$ cat src/design/wcbd_pkg.sv
// shared types and constants of the channel block decoder
package wcbd_pkg;

  localparam int QUEUE_DEPTH = 4;
  localparam int LEVEL_W     = $clog2(QUEUE_DEPTH + 1);
  localparam int SLOT_W      = $clog2(QUEUE_DEPTH);

  typedef struct packed {
    logic [15:0]        channel_id;
    logic signed [31:0] sample;
    logic [11:0]        sample_index;
    logic [11:0]        sample_count;
    logic               last_of_channel;
    logic               bad_header;
  } result_t;

  // results produced by one input item, r0 first
  typedef struct packed {
    logic [1:0] n;
    result_t    r0;
    result_t    r1;
  } push_t;

endpackage

$ cat src/design/wcbd_core.sv
// block parser: header, first sample, difference decode and skip of bad blocks
module wcbd_core import wcbd_pkg::*; (
  input  logic       clk,
  input  logic       rst,
  input  logic       accept,
  input  logic [7:0] data_byte,
  output push_t      push
);

  typedef enum logic [1:0] {
    PH_HEADER = 2'd0,
    PH_FIRST  = 2'd1,
    PH_DIFF   = 2'd2,
    PH_SKIP   = 2'd3
  } phase_t;

  localparam logic [3:0] SZ_NIBBLE = 4'd0;
  localparam logic [3:0] SZ_BYTE1  = 4'd1;
  localparam logic [3:0] SZ_BYTE2  = 4'd2;
  localparam logic [3:0] SZ_BYTE3  = 4'd3;
  localparam logic [3:0] SZ_MAX    = 4'd4;

  phase_t      phase, phase_next;
  logic [1:0]  byte_position, byte_position_next;
  logic [31:0] assembly, assembly_next;
  logic [15:0] channel_code, channel_code_next;
  logic [3:0]  size_code, size_code_next;
  logic [11:0] announced_count, announced_count_next;
  logic [11:0] current_index, current_index_next;
  logic [31:0] accumulator, accumulator_next;
  logic [15:0] skip_counter, skip_counter_next;

  logic [31:0] asm_shift;
  logic [15:0] hdr_code;
  logic [3:0]  hdr_size;
  logic [11:0] hdr_count;
  logic [15:0] skip_prod;
  logic [15:0] skip_dec;
  logic [4:0]  nib_sum;
  logic [31:0] acc_hi, acc_pair, acc_bytes, diff_bytes;
  logic [11:0] index_plus;
  logic        last_hi, last_lo, last_bytes;
  logic [2:0]  pos_plus;

  assign asm_shift  = {assembly[23:0], data_byte};
  assign hdr_code   = asm_shift[31:16];
  assign hdr_size   = asm_shift[15:12];
  assign hdr_count  = asm_shift[11:0];
  assign skip_prod  = {12'd0, hdr_size} * {4'd0, hdr_count - 12'd1};
  assign skip_dec   = (skip_counter != 16'd0) ? skip_counter - 16'd1 : 16'd0;

  // nibble mode: both samples from parallel adds
  assign nib_sum    = {data_byte[7], data_byte[7:4]} + {data_byte[3], data_byte[3:0]};
  assign acc_hi     = accumulator + {{28{data_byte[7]}}, data_byte[7:4]};
  assign acc_pair   = accumulator + {{27{nib_sum[4]}}, nib_sum};
  assign index_plus = current_index + 12'd1;
  assign last_hi    = (current_index == announced_count - 12'd1);
  assign last_lo    = (index_plus == announced_count - 12'd1);

  assign pos_plus   = {1'b0, byte_position} + 3'd1;

  always_comb begin
    unique case (size_code)
      SZ_BYTE1: diff_bytes = {{24{asm_shift[7]}}, asm_shift[7:0]};
      SZ_BYTE2: diff_bytes = {{16{asm_shift[15]}}, asm_shift[15:0]};
      SZ_BYTE3: diff_bytes = {{8{asm_shift[23]}}, asm_shift[23:0]};
      default:  diff_bytes = asm_shift;
    endcase
  end

  assign acc_bytes  = accumulator + diff_bytes;
  assign last_bytes = last_hi;

  always_comb begin
    phase_next           = phase;
    byte_position_next   = byte_position;
    assembly_next        = assembly;
    channel_code_next    = channel_code;
    size_code_next       = size_code;
    announced_count_next = announced_count;
    current_index_next   = current_index;
    accumulator_next     = accumulator;
    skip_counter_next    = skip_counter;
    push                 = '0;
    push.r0.channel_id   = channel_code;
    push.r0.sample_count = announced_count;
    push.r1.channel_id   = channel_code;
    push.r1.sample_count = announced_count;

    unique case (phase)
      PH_SKIP: begin
        skip_counter_next = skip_dec;
        if (skip_dec == 16'd0) begin
          phase_next = PH_HEADER;
        end
      end
      PH_HEADER, PH_FIRST: begin
        assembly_next = asm_shift;
        if (byte_position != 2'd3) begin
          byte_position_next = byte_position + 2'd1;
        end else begin
          byte_position_next = 2'd0;
          assembly_next      = 32'd0;
          if (phase == PH_HEADER) begin
            channel_code_next    = hdr_code;
            size_code_next       = hdr_size;
            announced_count_next = hdr_count;
            if (hdr_size > SZ_MAX || hdr_count == 12'd0) begin
              skip_counter_next = (hdr_count == 12'd0) ? 16'd4 : skip_prod + 16'd4;
              phase_next        = PH_SKIP;
              push.n                  = 2'd1;
              push.r0.channel_id      = hdr_code;
              push.r0.sample_count    = hdr_count;
              push.r0.last_of_channel = 1'b1;
              push.r0.bad_header      = 1'b1;
            end else begin
              phase_next = PH_FIRST;
            end
          end else begin
            accumulator_next = asm_shift;
            push.n           = 2'd1;
            push.r0.sample   = asm_shift;
            if (announced_count == 12'd1) begin
              phase_next              = PH_HEADER;
              push.r0.last_of_channel = 1'b1;
            end else begin
              phase_next         = PH_DIFF;
              current_index_next = 12'd1;
            end
          end
        end
      end
      PH_DIFF: begin
        if (size_code == SZ_NIBBLE) begin
          push.r0.sample          = acc_hi;
          push.r0.sample_index    = current_index;
          push.r0.last_of_channel = last_hi;
          if (last_hi) begin
            push.n           = 2'd1;
            accumulator_next = acc_hi;
            phase_next       = PH_HEADER;
          end else begin
            push.n                  = 2'd2;
            push.r1.sample          = acc_pair;
            push.r1.sample_index    = index_plus;
            push.r1.last_of_channel = last_lo;
            accumulator_next        = acc_pair;
            if (last_lo) begin
              current_index_next = index_plus;
              phase_next         = PH_HEADER;
            end else begin
              current_index_next = index_plus + 12'd1;
            end
          end
        end else begin
          assembly_next = asm_shift;
          if ({1'b0, pos_plus} < size_code) begin
            byte_position_next = pos_plus[1:0];
          end else begin
            byte_position_next      = 2'd0;
            assembly_next           = 32'd0;
            accumulator_next        = acc_bytes;
            push.n                  = 2'd1;
            push.r0.sample          = acc_bytes;
            push.r0.sample_index    = current_index;
            push.r0.last_of_channel = last_bytes;
            if (last_bytes) begin
              phase_next = PH_HEADER;
            end else begin
              current_index_next = index_plus;
            end
          end
        end
      end
    endcase

    if (!accept) begin
      push.n = 2'd0;
    end
  end

  always_ff @(posedge clk) begin
    if (rst) begin
      phase           <= PH_HEADER;
      byte_position   <= 2'd0;
      assembly        <= 32'd0;
      channel_code    <= 16'd0;
      size_code       <= 4'd0;
      announced_count <= 12'd0;
      current_index   <= 12'd0;
      accumulator     <= 32'd0;
      skip_counter    <= 16'd0;
    end else if (accept) begin
      phase           <= phase_next;
      byte_position   <= byte_position_next;
      assembly        <= assembly_next;
      channel_code    <= channel_code_next;
      size_code       <= size_code_next;
      announced_count <= announced_count_next;
      current_index   <= current_index_next;
      accumulator     <= accumulator_next;
      skip_counter    <= skip_counter_next;
    end
  end

endmodule

$ cat src/design/wcbd_out_queue.sv
// small result queue taking up to two results per cycle and giving one
module wcbd_out_queue import wcbd_pkg::*; (
  input  logic               clk,
  input  logic               rst,
  input  push_t              push,
  input  logic               pop,
  output result_t            head,
  output logic [LEVEL_W-1:0] level
);

  result_t            q [QUEUE_DEPTH];
  result_t            q_next [QUEUE_DEPTH];
  logic [LEVEL_W-1:0] level_next;
  logic [LEVEL_W-1:0] base;
  logic [LEVEL_W-1:0] base_plus;

  always_comb begin
    q_next = q;
    base   = level;
    if (pop) begin
      for (int i = 0; i < QUEUE_DEPTH - 1; i++) begin
        q_next[i] = q[i + 1];
      end
      base = level - LEVEL_W'(1);
    end
    base_plus = base + LEVEL_W'(1);
    if (push.n != 2'd0) begin
      q_next[base[SLOT_W-1:0]] = push.r0;
    end
    if (push.n == 2'd2) begin
      q_next[base_plus[SLOT_W-1:0]] = push.r1;
    end
    level_next = base + LEVEL_W'(push.n);
  end

  always_ff @(posedge clk) begin
    q <= q_next;
    if (rst) begin
      level <= '0;
    end else begin
      level <= level_next;
    end
  end

  assign head = q[0];

endmodule

$ cat src/design/win_channel_block_decoder.sv
// Channel block decoder: takes one stream byte per cycle and returns decoded samples.
// A byte is taken in the cycle it is offered while the result queue has room for two
// results. Header, first-sample and byte-mode difference bytes each give at most one
// sample. In nibble mode a byte gives up to two samples, so the output port, which
// sends one sample per cycle, limits how fast such bytes are taken. The four-entry
// result queue lets a byte be taken while earlier samples still wait.
// A bad header gives one result flagged on tuser and its block's bytes are dropped.
module win_channel_block_decoder import wcbd_pkg::*; (
  input  logic        clk,
  input  logic        rst,
  input  logic        s_tvalid,
  output logic        s_tready,
  input  logic [7:0]  s_tdata,   // data_byte
  output logic        m_tvalid,
  input  logic        m_tready,
  output logic [71:0] m_tdata,   // channel_id, sample, sample_index, sample_count
  output logic        m_tlast,   // last_of_channel
  output logic        m_tuser    // bad_header
);

  logic               accept;
  logic               pop;
  push_t              push;
  result_t            head;
  logic [LEVEL_W-1:0] level;

  assign s_tready = (level <= LEVEL_W'(QUEUE_DEPTH - 2));
  assign accept   = s_tvalid && s_tready;
  assign m_tvalid = (level != '0);
  assign pop      = m_tvalid && m_tready;

  wcbd_core u_core (
    .clk       (clk),
    .rst       (rst),
    .accept    (accept),
    .data_byte (s_tdata),
    .push      (push)
  );

  wcbd_out_queue u_queue (
    .clk   (clk),
    .rst   (rst),
    .push  (push),
    .pop   (pop),
    .head  (head),
    .level (level)
  );

  assign m_tdata = {head.sample_count, head.sample_index, head.sample, head.channel_id};
  assign m_tlast = head.last_of_channel;
  assign m_tuser = head.bad_header;

  a_level_bound: assert property (@(posedge clk) disable iff (rst)
    level <= LEVEL_W'(QUEUE_DEPTH))
    else $error("result queue overflow");

  a_push_seen: assert property (@(posedge clk) disable iff (rst)
    (push.n != 2'd0) |=> m_tvalid)
    else $error("accepted result not presented");

  a_bad_is_last: assert property (@(posedge clk) disable iff (rst)
    (m_tvalid && m_tuser) |-> m_tlast)
    else $error("bad header result without last flag");

  a_push_needs_accept: assert property (@(posedge clk) disable iff (rst)
    (push.n != 2'd0) |-> accept)
    else $error("result pushed without an accepted item");

endmodule
$ cat config.mk
export PLATFORM = sky130hd
export DESIGN_NAME = win_channel_block_decoder
export DESIGN_NICKNAME = d
export VERILOG_FILES = /design/src/design/wcbd_pkg.sv /design/src/design/wcbd_core.sv /design/src/design/wcbd_out_queue.sv /design/src/design/win_channel_block_decoder.sv
export SDC_FILE = /design/constraint.sdc
export NUM_CORES = 2
export LEC_CHECK = 0
export BUFFER_PORTS_ARGS = -buffer_cell sky130_fd_sc_hd__buf_2
export CAP_MARGIN = 20
export CORE_ASPECT_RATIO = 0.8
export CORE_MARGIN = 2
export CORE_UTILIZATION = 32
export CTS_BUF_LIST = sky130_fd_sc_hd__clkbuf_4
export DETAILED_ROUTE_END_ITERATION = 10
export GPL_TIMING_DRIVEN = 0
export HOLD_SLACK_MARGIN = 0.03
export PLACE_DENSITY_LB_ADDON = 0.15
export SYNTH_ARGS = -nofsm -noshare
export SYNTH_HDL_FRONTEND = slang
export SYNTH_SLANG_ARGS = --single-unit
export TNS_END_PERCENT = 10
$ cat constraint.sdc
create_clock -name clk -period 7.95 [get_ports clk]
set_input_delay 0.795 -clock clk [delete_from_list [all_inputs] [get_ports clk]]
set_output_delay 0.795 -clock clk [all_outputs]
set_load 0.01 [all_outputs]
==> impl_metrics.tcl <==
set metrics [dict create \
    run_status "finished, final reports clean" \
    fin_util_pct 36.2 \
    start_util_pct 32.4 \
    yosys.area_share.simple_pct 24.3 \
    postSynthCellCount 3993 \
    num_rows 98 \
    cp-end-kind "register" \
    routed_wirelength_um 133000 \
    antenna_left 0 \
    die_h_um 274 \
    setup_viol 0 \
    dr_total_vias 31684 \
    post_cts_buffers 0 \
    ios 88 \
    worst_hold_slack_ps 465 \
    grt_use_met2_pct 38.5 \
    h-tree-depth 3 \
    fin_crit_sh_pct 74.0 \
    final_cells 5479 \
    crit_path_max_fanout 30 \
    p_per_area_nw_per_um2 241 \
    synthMuxAreaShare_pct 0.348 \
    clock_latency_ps 970 \
    grt_overflow_total 0 \
    busiest_layer "met1" \
    place_ws_ps 1330 \
    maxCapViolCount 0 \
    crit_type "input port to register" \
    synth_top_family_by_area "compound AO/OA/AOI/OAI gates" \
    area_delta_synth_final_pct 11.6 \
    yosys.area_share.xor_xnor_pct 4.97 \
    gp_congestion 0.968 \
    dpl.hpwl_um 102000 \
    tritoncts "built" \
    grtUsageMet1_pct 41.9 \
    yosysUniqueCellTypes 94 \
    portBuffers 86 \
    worstHoldPathType "register to register" \
    grt_max_degree 31 \
    gr-usage-met3_pct 6.54 \
    core_um2 89800 \
    period_needed_ps 5890 \
    min_to "u_queue.q[0]" \
    synth_compound_area_share_pct 26.6 \
    setup_slack_ps 2060 \
    synth_warnings 0 \
    die_area_um2 93400 \
    synth_edf_count 0 \
    peakVddDrop_uv 112 \
    cts.path.max_buffers 3 \
    yosysSeqAreaShare_pct 28.8 \
    finalNetCount 4379 \
    cp.arrival_ps 6670 \
    wire_per_inst_um 24.3 \
    start_kind "input port" \
    grt_pass1_wl_um 194000 \
    drc 0 \
    async_reset_ff_share_pct 0 \
    slew_violations 0 \
    placed_cells 5281 \
    worstHoldStart "u_queue.q[0]" \
    crit-reg2reg-launch "u_core.assembly[7]" \
    finalSetupTns_ps 0 \
    chipWidth_um 341 \
    clk_pin_slew_ps 70 \
    gr-usage-all-layers_pct 27.6 \
    firstDrtPassIters 6 \
    regToRegSetupSlack_ps 2540 \
    drt_iter0_markers 3750 \
    cts_resized 0 \
    grt_setup_unrepaired "no" \
    cts_root_buf "clkbuf_4" \
    first_global_vias 28784 \
    ctsHoldBuffers 0 \
    cts_sinks 419 \
    cts_inserted_buffers 112 \
    synth_adder_area_share_pct 7.96 \
    slew_headroom_pct 15.8 \
    skew_ps 121 \
    syn-mean-instance-area_um2 7.29 \
    regToRegEndpoint "u_core.skip_counter[15]" \
    ys_ff_latch 419 \
    drive_above_1_share_pct 9.74 \
    via_per_inst 5.78 \
    synth_nets 4174 \
    min_path_cells 2 \
    tightest_slew_ps 1260 \
    total_leakage_power_nw 13.6 \
    fmax_mhz 170 \
    syn_area_um2 29100 \
    cp.required_ps 8740 \
    grt_antenna_before_repair 5 \
    worstRegToRegCells 20 \
    ys.flop_type "dfxtp_1" \
    final-hold-violation-count 0 \
]
==> placed cells by master, fill, tap and decap left out, types with 30 or more instances in the layout <==
cell and instances:
a22oi_1 47, nor2_1 302, a21oi_1 310, o211ai_1 98, clkbuf_4 171, o21ai_0 288, nor2b_1 53, a21o_1 47
dfxtp_1 419, nor3_1 57, xor2_1 59, clkbuf_1 271, buf_4 79, buf_2 115, nand2_1 727, and3_1 37
inv_1 59, a211oi_1 41, a221oi_1 30, a31oi_1 40, ha_1 142, o22ai_1 46, nand3_1 232, xnor2_1 94
a311oi_1 32
==> cell usage after synthesis, drive strengths merged (20+ instances only) <==
cell,number,area (um2)
xnor2,95,840
a22oi,47,353
nor2b,53,332
nor3,59,312
a221oi,31,278
nand4,22,144
o21a,20,150
and2,26,163
o21ai,299,1500
buf,123,790
and3,37,231
nand3,232,1160
a2bb2oi,27,236
a21oi,312,1580
fa,27,541
inv,62,233
a211oi,43,333
a31oi,40,250
xor2,59,517
dfxtp,419,8390
o211ai,98,736
a21o,47,353
nor2,305,1150
a311oi,32,280
o21bai,22,165
o22ai,46,288
nand2b,29,181
ha,142,1780
nand2,728,2740
clkbuf,271,1020
==> logic make-up (layout without fill, tap and decap cells) <==
logic type,Yosys count,count (layout)
simple gates,1577,1577
compound gates,1204,1204
buf+inv,456,734
flops,419,419
fa+ha+maj,169,169
xor+xnor,158,158
mux,10,10
other cells,0,8
==> layout make-up <==
class,instances,area (um2)
clock buffer,169,1270
buffer,394,1810
multi-input combinational,3118,18700
sequential,419,8390
antenna,8,20.0
clock inverter,18,100
inverter,62,233
fill,9815,57300
tap,1200,1500
timing repair buffer,91,473
==> power breakdown <==
group          total, mW  switching (mW)  internal, mW
Clock               1.97            1.01         0.961
Combinational       2.99            1.90          1.09
Sequential          2.88           0.287          2.59
==> how the worst max path moves through the flow <==
stage                          start                 endpoint  slack (ps)  cells after the start
final                     s_tdata[7]           u_queue.q[200]        2060                     16
after global routing      s_tdata[7]  u_core.skip_counter[15]        1870                     18
after CTS                 s_tdata[7]  u_core.skip_counter[15]        2330                     18
after detailed placement  s_tdata[7]  u_core.skip_counter[15]        1330                     18
after global placement    s_tdata[7]  u_core.skip_counter[15]        1340                     18
after floorplan           s_tdata[0]  u_core.skip_counter[15]        2800                     22
==> critical path: stages <==
cell,delay (ps)
buf_2,560
clkbuf_1,510
clkbuf_1,860
nand3_1,490
nand2_1,230
ha_1,320
and2_1,190
and4_1,240
a221oi_1,520
nor2_1,140
a2111o_1,440
o22ai_1,180
xor2_1,350
o221ai_1,390
o211ai_1,290
o21ai_0,140
==> state kept, by name, summed over array words and instances, names as in the netlist <==
signal,cells
u_core.accumulator,32
u_core.announced_count,12
u_core.assembly,24
u_core.byte_position,2
u_core.channel_code,16
u_core.current_index,12
u_core.phase,2
u_core.size_code,4
u_core.skip_counter,16
u_queue.head,74
u_queue.level,3
u_queue.q,222
==> metrics by stage <==
stage          total power, mW  instance area [um2]
5_1_grt                   8.33                32500
3_3_place_gp              5.83                31000
2_1_floorplan             4.83                29100
4_1_cts                   7.80                32400
6_report                  7.84                32500
3_5_place_dp              5.83                31100
==> per-layer routing <==
metal / vias to the layer above / wire (um)
li1: 14669 / -
met1: 15198 / 63300
met2: 1621 / 52600
met4: 0 / 3050
met5: - / 0
met3: 196 / 14100
No activity file was read; power rests on OpenSTA's default activity.
